File: config.mk
export PLATFORM = sky130hd
export DESIGN_NAME = ebml_element_encoder_core
export DESIGN_NICKNAME = d
export VERILOG_FILES = /design/src/rtl/core/ebml_enc_pkg.sv /design/src/rtl/core/ebml_enc_encoder.sv /design/src/rtl/core/ebml_enc_serializer.sv /design/src/rtl/core/ebml_element_encoder_core.sv
export SDC_FILE = /design/constraint.sdc
export NUM_CORES = 1
export LEC_CHECK = 0
export BUFFER_PORTS_ARGS = -buffer_cell sky130_fd_sc_hd__clkbuf_2
export CORE_MARGIN = 2
export CORE_UTILIZATION = 25
export CTS_CLUSTER_DIAMETER = 60
export DETAILED_ROUTE_END_ITERATION = 8
export PLACE_DENSITY_LB_ADDON = 0.1
export SLEW_MARGIN = 30
export SYNTH_ARGS = -nofsm -noshare
export SYNTH_HDL_FRONTEND = slang
export SYNTH_SLANG_ARGS = --single-unit
File: constraint.sdc
create_clock -name clk -period 30.1 [get_ports clk]
set_input_delay 3.01 -clock clk [delete_from_list [all_inputs] [get_ports clk]]
set_output_delay 3.01 -clock clk [all_outputs]
set_load 0.005 [all_outputs]
File: src/rtl/core/ebml_enc_pkg.sv
// Types, codes and helper functions for the EBML element encoder.
// Shared by the encoder, serializer and top-level modules; no dependencies.
package ebml_enc_pkg;

  localparam logic [2:0] KIND_UINT  = 3'd0;
  localparam logic [2:0] KIND_SINT  = 3'd1;
  localparam logic [2:0] KIND_FLOAT = 3'd2;
  localparam logic [2:0] KIND_HDR   = 3'd3;
  localparam logic [2:0] KIND_SIZE  = 3'd4;
  localparam logic [2:0] KIND_SSIZE = 3'd5;

  localparam logic [63:0] SZ_LIM1 = 64'h0000_0000_0000_007f;
  localparam logic [63:0] SZ_LIM2 = 64'h0000_0000_0000_3fff;
  localparam logic [63:0] SZ_LIM3 = 64'h0000_0000_001f_ffff;
  localparam logic [63:0] SZ_LIM4 = 64'h0000_0000_0fff_ffff;
  localparam logic [63:0] SZ_LIM5 = 64'h0000_0007_ffff_ffff;
  localparam logic [63:0] SZ_LIM6 = 64'h0000_03ff_ffff_ffff;
  localparam logic [63:0] SZ_LIM7 = 64'h0001_ffff_ffff_ffff;

  localparam logic [7:0] LEN_MARK_1  = 8'h80;
  localparam logic [7:0] LEN_MARK_8  = 8'h01;
  localparam logic [63:0] ALL_ONES   = 64'hffff_ffff_ffff_ffff;

  typedef struct packed {
    logic [2:0]  kind;
    logic [31:0] id_code;
    logic [63:0] value;
  } in_t;

  typedef struct packed {
    logic [7:0] data_byte;
    logic       last_byte;
    logic       error;
  } out_t;

  typedef struct packed {
    logic        valid;
    logic        err;
    logic [31:0] id;
    logic [2:0]  id_cnt;
    logic [63:0] sz;
    logic [3:0]  sz_cnt;
    logic [63:0] pl;
    logic [3:0]  pl_cnt;
  } run_t;

  function automatic logic [7:0] byte_at(input logic [63:0] word, input logic [2:0] idx);
    byte_at = word[{idx, 3'b000} +: 8];
  endfunction

  function automatic logic [2:0] id_bytes(input logic [31:0] id);
    logic [2:0] n;
    n = 3'd1;
    for (int k = 1; k < 4; k++) begin
      if ((id >> (8 * k)) != 32'd0) n = 3'(k + 1);
    end
    id_bytes = n;
  endfunction

  function automatic logic [3:0] uint_bytes(input logic [63:0] v);
    logic [3:0] n;
    n = 4'd1;
    for (int k = 1; k < 8; k++) begin
      if ((v >> (8 * k)) != 64'd0) n = 4'(k + 1);
    end
    uint_bytes = n;
  endfunction

  function automatic logic [3:0] sint_bytes(input logic [63:0] v);
    logic [3:0]  n;
    logic [63:0] top;
    n = 4'd8;
    for (int k = 7; k >= 1; k--) begin
      top = v >> (8 * k - 1);
      if (top == 64'd0 || top == (ALL_ONES >> (8 * k - 1))) n = 4'(k);
    end
    sint_bytes = n;
  endfunction

  // Length of a biased signed size; 8 means out of range.
  function automatic logic [3:0] ssize_bytes(input logic [63:0] v);
    logic [3:0]  n;
    logic [63:0] top;
    logic [63:0] low;
    n = 4'd8;
    for (int k = 7; k >= 1; k--) begin
      top = v >> (7 * k - 1);
      low = v & ((64'd1 << (7 * k - 1)) - 64'd1);
      if (top == 64'd0 || (top == (ALL_ONES >> (7 * k - 1)) && low != 64'd0)) n = 4'(k);
    end
    ssize_bytes = n;
  endfunction

  function automatic logic [3:0] size_bytes(input logic [63:0] s);
    if (s < SZ_LIM1)      size_bytes = 4'd1;
    else if (s < SZ_LIM2) size_bytes = 4'd2;
    else if (s < SZ_LIM3) size_bytes = 4'd3;
    else if (s < SZ_LIM4) size_bytes = 4'd4;
    else if (s < SZ_LIM5) size_bytes = 4'd5;
    else if (s < SZ_LIM6) size_bytes = 4'd6;
    else if (s < SZ_LIM7) size_bytes = 4'd7;
    else                  size_bytes = 4'd8;
  endfunction

  function automatic logic [63:0] size_word(input logic [63:0] s, input logic [3:0] n);
    if (n == 4'd8) size_word = {LEN_MARK_8, s[55:0]};
    else           size_word = s | (64'd1 << (7 * n));
  endfunction

endpackage

File: src/rtl/core/ebml_enc_encoder.sv
// Combinational encoder: splits one request into ID, size and payload segments.
// Depends on ebml_enc_pkg.
module ebml_enc_encoder (
  input  ebml_enc_pkg::in_t  item,
  output ebml_enc_pkg::run_t run
);
  import ebml_enc_pkg::*;

  logic [2:0]  id_len;
  logic [3:0]  u_len;
  logic [3:0]  s_len;
  logic [3:0]  v_len;
  logic [3:0]  n5;
  logic [63:0] s5;
  logic [3:0]  s5_len;

  assign id_len = id_bytes(item.id_code);
  assign u_len  = uint_bytes(item.value);
  assign s_len  = sint_bytes(item.value);
  assign v_len  = size_bytes(item.value);
  assign n5     = ssize_bytes(item.value);
  assign s5     = item.value + ((64'd1 << (7 * n5 - 1)) - 64'd1);
  assign s5_len = size_bytes(s5);

  always_comb begin
    run        = '0;
    run.valid  = 1'b1;
    run.id     = item.id_code;
    run.id_cnt = id_len;
    run.pl     = item.value;
    case (item.kind)
      KIND_UINT: begin
        run.sz     = {56'd0, LEN_MARK_1 | {4'd0, u_len}};
        run.sz_cnt = 4'd1;
        run.pl_cnt = u_len;
      end
      KIND_SINT: begin
        run.sz     = {56'd0, LEN_MARK_1 | {4'd0, s_len}};
        run.sz_cnt = 4'd1;
        run.pl_cnt = s_len;
      end
      KIND_FLOAT: begin
        run.sz     = {56'd0, LEN_MARK_1 | 8'd4};
        run.sz_cnt = 4'd1;
        run.pl     = {32'd0, item.value[31:0]};
        run.pl_cnt = 4'd4;
      end
      KIND_HDR: begin
        run.sz     = size_word(item.value, v_len);
        run.sz_cnt = v_len;
      end
      KIND_SIZE: begin
        run.id_cnt = 3'd0;
        run.sz     = size_word(item.value, v_len);
        run.sz_cnt = v_len;
      end
      KIND_SSIZE: begin
        run.id_cnt = 3'd0;
        if (n5 == 4'd8) begin
          run.err = 1'b1;
        end else begin
          run.sz     = size_word(s5, s5_len);
          run.sz_cnt = s5_len;
        end
      end
      default: begin
        run.valid = 1'b0;
      end
    endcase
  end

endmodule

File: src/rtl/core/ebml_enc_serializer.sv
// Result register: holds one encoded run and sends it one byte per cycle while out_ready is high.
// Depends on ebml_enc_pkg.
module ebml_enc_serializer (
  input  logic               clk,
  input  logic               rst_n,
  input  ebml_enc_pkg::run_t run,
  input  logic               run_valid,
  output logic               run_ready,
  output logic               out_valid,
  input  logic               out_ready,
  output ebml_enc_pkg::out_t out_data
);
  import ebml_enc_pkg::*;

  logic        busy_r, busy_nxt;
  logic        err_r, err_nxt;
  logic [31:0] id_r, id_nxt;
  logic [2:0]  id_cnt_r, id_cnt_nxt;
  logic [63:0] sz_r, sz_nxt;
  logic [3:0]  sz_cnt_r, sz_cnt_nxt;
  logic [63:0] pl_r, pl_nxt;
  logic [3:0]  pl_cnt_r, pl_cnt_nxt;

  logic [2:0]  id_idx;
  logic [2:0]  sz_idx;
  logic [2:0]  pl_idx;
  logic [4:0]  remain;
  logic        last;
  logic        ack;
  logic [7:0]  cur_byte;

  assign id_idx = id_cnt_r - 3'd1;
  assign sz_idx = sz_cnt_r[2:0] - 3'd1;
  assign pl_idx = pl_cnt_r[2:0] - 3'd1;
  assign remain = {2'b00, id_cnt_r} + {1'b0, sz_cnt_r} + {1'b0, pl_cnt_r};
  assign last   = err_r || (remain == 5'd1);
  assign ack    = busy_r && out_ready;

  always_comb begin
    if (id_cnt_r != 3'd0)      cur_byte = byte_at({32'd0, id_r}, id_idx);
    else if (sz_cnt_r != 4'd0) cur_byte = byte_at(sz_r, sz_idx);
    else if (pl_cnt_r != 4'd0) cur_byte = byte_at(pl_r, pl_idx);
    else                       cur_byte = 8'd0;
  end

  assign run_ready          = !busy_r || (ack && last);
  assign out_valid          = busy_r;
  assign out_data.data_byte = cur_byte;
  assign out_data.last_byte = last;
  assign out_data.error     = err_r;

  always_comb begin
    busy_nxt   = busy_r;
    err_nxt    = err_r;
    id_nxt     = id_r;
    id_cnt_nxt = id_cnt_r;
    sz_nxt     = sz_r;
    sz_cnt_nxt = sz_cnt_r;
    pl_nxt     = pl_r;
    pl_cnt_nxt = pl_cnt_r;
    if (ack) begin
      if (id_cnt_r != 3'd0)      id_cnt_nxt = id_cnt_r - 3'd1;
      else if (sz_cnt_r != 4'd0) sz_cnt_nxt = sz_cnt_r - 4'd1;
      else if (pl_cnt_r != 4'd0) pl_cnt_nxt = pl_cnt_r - 4'd1;
      if (last) busy_nxt = 1'b0;
    end
    if (run_ready && run_valid) begin
      busy_nxt   = 1'b1;
      err_nxt    = run.err;
      id_nxt     = run.id;
      id_cnt_nxt = run.id_cnt;
      sz_nxt     = run.sz;
      sz_cnt_nxt = run.sz_cnt;
      pl_nxt     = run.pl;
      pl_cnt_nxt = run.pl_cnt;
    end
  end

  always_ff @(posedge clk) begin
    if (!rst_n) begin
      busy_r   <= 1'b0;
      err_r    <= 1'b0;
      id_cnt_r <= '0;
      sz_cnt_r <= '0;
      pl_cnt_r <= '0;
    end else begin
      busy_r   <= busy_nxt;
      err_r    <= err_nxt;
      id_cnt_r <= id_cnt_nxt;
      sz_cnt_r <= sz_cnt_nxt;
      pl_cnt_r <= pl_cnt_nxt;
    end
  end

  always_ff @(posedge clk) begin
    id_r <= id_nxt;
    sz_r <= sz_nxt;
    pl_r <= pl_nxt;
  end

endmodule

File: src/rtl/core/ebml_element_encoder_core.sv
// Each request leaves as a run of one to thirteen bytes, one byte per cycle while
// out_ready is high: the ID bytes (none for bare sizes), the size bytes and the
// payload bytes. A request therefore occupies the byte serializer until its run
// has drained, and that serializer sets the rate. An input register takes the next
// request while the current run drains. Kinds 6 and 7 give no bytes and pass the
// input register without reaching the serializer.
// Top level; depends on ebml_enc_pkg, ebml_enc_encoder and ebml_enc_serializer.
module ebml_element_encoder_core (
  input  logic               clk,
  input  logic               rst_n,
  input  logic               in_valid,
  output logic               in_ready,
  input  ebml_enc_pkg::in_t  in_data,
  output logic               out_valid,
  input  logic               out_ready,
  output ebml_enc_pkg::out_t out_data
);
  import ebml_enc_pkg::*;

  logic in_vld_r, in_vld_nxt;
  in_t  in_r;
  run_t run;
  logic ser_ready;
  logic adv;

  ebml_enc_encoder u_encoder (
    .item (in_r),
    .run  (run)
  );

  ebml_enc_serializer u_serializer (
    .clk       (clk),
    .rst_n     (rst_n),
    .run       (run),
    .run_valid (in_vld_r && run.valid),
    .run_ready (ser_ready),
    .out_valid (out_valid),
    .out_ready (out_ready),
    .out_data  (out_data)
  );

  assign adv      = in_vld_r && (!run.valid || ser_ready);
  assign in_ready = !in_vld_r || adv;

  always_comb begin
    in_vld_nxt = in_vld_r;
    if (in_ready) in_vld_nxt = in_valid;
  end

  always_ff @(posedge clk) begin
    if (!rst_n) begin
      in_vld_r <= 1'b0;
    end else begin
      in_vld_r <= in_vld_nxt;
    end
  end

  always_ff @(posedge clk) begin
    if (in_valid && in_ready) in_r <= in_data;
  end

  a_err_single: assert property (@(posedge clk) disable iff (!rst_n)
    out_valid && out_data.error |-> out_data.last_byte && out_data.data_byte == 8'd0)
    else $error("error item must be a single zero byte");

  a_stall_needs_item: assert property (@(posedge clk) disable iff (!rst_n)
    !in_ready |-> in_vld_r && run.valid && !ser_ready)
    else $error("input stalled without a pending item");

  a_reset_idle: assert property (@(posedge clk)
    !rst_n |=> !out_valid && !in_vld_r)
    else $error("reset must leave the block idle");

endmodule

==> qor.csv <==
metric,value,unit
status,finished clean,
crit path DAT,12.81,ns
core area,77700,sq um
Worst-Margin Slew,1.04,ns
Max-Cap Viols,0,
Via Count,16300,
top cell family by delay on the critical path,simple AND/OR/NAND/NOR gates,
"CTS clk-pin slew, worst paths",0.06,ns
post_cts resized,0,
reg2reg start,in_r[19]$_DFFE_PP_,
pre-CTS WS,17.87,ns
global-route wire length before repair,114000,microns
Clock power frac,0.353,
I/O pin count,115,
final wirelength,78000,microns
CTS Buffer Depth,3,
relative slew slack,0.303,
register area share after synthesis,0.410,
H-tree depth,1,
Crit path largest cell delay,0.76,ns
cell count after synthesis,2039,
Post-Syn Area,19700,sq um
Avg Inst Size Synth,9.64,sq um
area delta synth->final,13.5,%
HPWL after DPL,63200,microns
die area,80900,sq um
Std-Cell Rows,102,
post-route ant nets,0,
P_int,0.751,mW
Hold Crit Class,register to register,
#FFs+latches synth,273,
worst reg-to-reg setup slack,17.69,ns
Comb power frac,0.234,
CTS root buf,clkbuf_16,
drc violations,0,
part of the power in registers,0.413,
Num CTS Buffers,31,
CP max-delay cell,a2111oi_0,
Initial Utilization,0.253,
Hold Startpoint,in_r[70]$_DFFE_PP_,
postcts setup bufs,0,
vias in the first global route,16400,
worst path required time,30.50,ns
Final Critical Period,12.41,ns
post-route setup slack,17.69,ns
WHS Endpoint,u_serializer.id_r[6]$_DFFE_PP_,
drt wl/cell,24.5,microns
fraction of registers with async set/reset,0,
endpoints failing setup,0,
VDD IR max,0.0390,mV
FF-to-FF End,u_serializer.sz_r[42]$_DFFE_PP_,
Post-synth EDFFs,259,
final net count,2377,
Crit Path Category,register to register,
leakage power,8.55,nW
Max Slew Vio Count,0,
skew final,0.0198,ns
CTS tree,done,
hold_buf cts,0,
Critical Path End Type,register,
drt first pass iters,8,
sw frac,0.320,
period utilization,0.412,
pin count of the biggest net entering global routing,66,
Antenna Cells,0,
Ys Warns,0,
RePlAce Congestion,0.921,
crit-path max FO,12,
Detailed Route Iter0 Violations,1217,
layout cells sized above 1,0.134,
R2R depth,35,
crit path launch type,register,
clock sinks,273,
hold path depth,0,
crit path buf inv count,2,
IO Port Bufs,114,
Die W,284,microns
Achievable Freq,80.6,MHz
Tot GR Track Use,0.188,
Synth Flop Type,edfxtp_1,
RSZ-0062 raised after global routing,no,
GRT Residual Overflow,0,
PD cells,49.5,nW/um^2
endpoints failing hold,0,
Vias/cell,5.14,
Switch Pwr,0.353,mW
later-pin clock latency in the skew report,0.60,ns
initial antenna violation count,0,
Die H,284,microns
Synth cell types,104,
Setup TNS Final,0,ns
[placed cells by master (no fill, tap or decap), types with 15 or more instances in the layout]
cell,instances
and2_1,21
and3_1,23
nand2_1,196
o211ai_1,15
nand3_1,75
o21ai_1,15
a211oi_1,19
inv_1,230
xnor2_1,28
clkbuf_2,114
nor3_1,35
a21o_1,27
or3_1,18
ha_1,148
clkbuf_16,31
xor2_1,34
a21oi_1,103
o22ai_1,22
mux4_2,40
nor4_1,23
o21ai_0,118
nand4_1,44
nor2b_1,15
edfxtp_1,259
nor2_1,145
a31oi_1,28
or4_1,17
[cell usage after synthesis, types with 23 or more instances]
| cell type | instances | area [sq um] |
|---|---|---|
| a31oi_1 | 28 | 175 |
| a21oi_1 | 105 | 526 |
| and3_1 | 23 | 144 |
| xnor2_1 | 28 | 245 |
| a21o_1 | 27 | 203 |
| nor4_1 | 24 | 150 |
| edfxtp_1 | 259 | 7780 |
| nand4_1 | 44 | 275 |
| o21ai_0 | 118 | 591 |
| clkbuf_1 | 64 | 240 |
| mux4_2 | 40 | 901 |
| nor2_1 | 145 | 544 |
| inv_1 | 231 | 867 |
| nor3_1 | 36 | 180 |
| nand2_1 | 196 | 736 |
| ha_1 | 150 | 1880 |
| nand3_1 | 75 | 375 |
| xor2_1 | 34 | 298 |
[how the worst max path moves through the flow]
stage / to / cells after the start / start / slack, ns
final: u_serializer.sz_r[42]$_DFFE_PP_ / 35 / in_r[19]$_DFFE_PP_ / 17.69
after global routing: u_serializer.sz_r[42]$_DFFE_PP_ / 35 / in_r[19]$_DFFE_PP_ / 17.12
after CTS: u_serializer.sz_r[42]$_DFFE_PP_ / 35 / in_r[19]$_DFFE_PP_ / 17.84
after detailed placement: u_serializer.sz_r[42]$_DFFE_PP_ / 35 / in_r[19]$_DFFE_PP_ / 17.87
after global placement: u_serializer.sz_r[42]$_DFFE_PP_ / 35 / in_r[19]$_DFFE_PP_ / 17.98
after floorplan: u_serializer.sz_r[35]$_DFFE_PP_ / 36 / in_r[34]$_DFFE_PP_ / 20.67
[worst reg2reg max path: cells and delay by family (launching register included)]
| kind | cells | cell delay, ns |
|---|---|---|
| AOI/OAI and AO/OA | 15 | 4.71 |
| xor gates and xnor gates | 2 | 0.32 |
| and+or+nand+nor | 12 | 4.85 |
| adders and majority gates | 4 | 1.60 |
| buffers and inverters | 2 | 0.24 |
| DFF | 1 | 0.51 |
[cells by family (layout without fill, tap and decap cells)]
group	after synthesis	count (layout)	synth area share
buffers and inverters	322	417	0.0655
other	1	7	0.000191
AOI/OAI and AO/OA	497	497	0.170
xor gates and xnor gates	62	62	0.0276
muxes	47	47	0.0494
DFF	273	273	0.410
and+or+nand+nor	679	679	0.174
adders and majority gates	158	158	0.104
[metrics by stage]
step / utilization / total power [mW] / hold slack, ns / instances / area [sq um]
floorplan: - / 0.627 / 0.400 / 2045 / 19700
global placement: 0.274 / 0.723 / 0.401 / 3123 / 21300
detailed placement: 0.274 / 0.722 / 0.407 / 3123 / 21300
CTS: 0.287 / 1.11 / 0.414 / 3180 / 22300
global route: 0.287 / 1.15 / 0.421 / 3180 / 22300
finish: 0.287 / 1.10 / 0.413 / 3180 / 22300
[layout make-up]
type	instances	area (sq um)
clock buffer	35	791
multi-input combinational	1450	10400
inverter	232	876
timing repair buffer	128	676
tap	1040	1300
clock inverter	22	231
fill	8210	55400
sequential	273	8060
[registers in the layout, summed over array words and instances (netlist names)]
| signal | flops |
|---|---|
| in_vld_r | 1 |
| u_serializer.sz_r | 64 |
| u_serializer.sz_cnt_r | 4 |
| u_serializer.id_cnt_r | 3 |
| u_serializer.pl_r | 64 |
| u_serializer.err_r | 1 |
| u_serializer.out_valid | 1 |
| in_r | 99 |
| u_serializer.id_r | 32 |
| u_serializer.pl_cnt_r | 4 |
[per-layer routing]
| metal | GRT usage | wire (microns) | vias up |
|---|---|---|---|
| li1 | - | - | 7711 |
| met1 | 0.258 | 36100 | 8108 |
| met2 | 0.318 | 37100 | 427 |
| met3 | 0.0143 | 2780 | 86 |
| met4 | 0.0503 | 2040 | 0 |
| met5 | 0 | 0 | - |
[power by group through the flow]
stage,combinational (mW),clock [mW],sequential [mW]
after floorplan,0.170,0,0.457
after global placement,0.259,0,0.465
after CTS,0.258,0.400,0.457
after detailed placement,0.258,0,0.465
final,0.259,0.390,0.456
after global routing,0.283,0.412,0.458
Note: power is estimated with default switching activity, not from simulation.
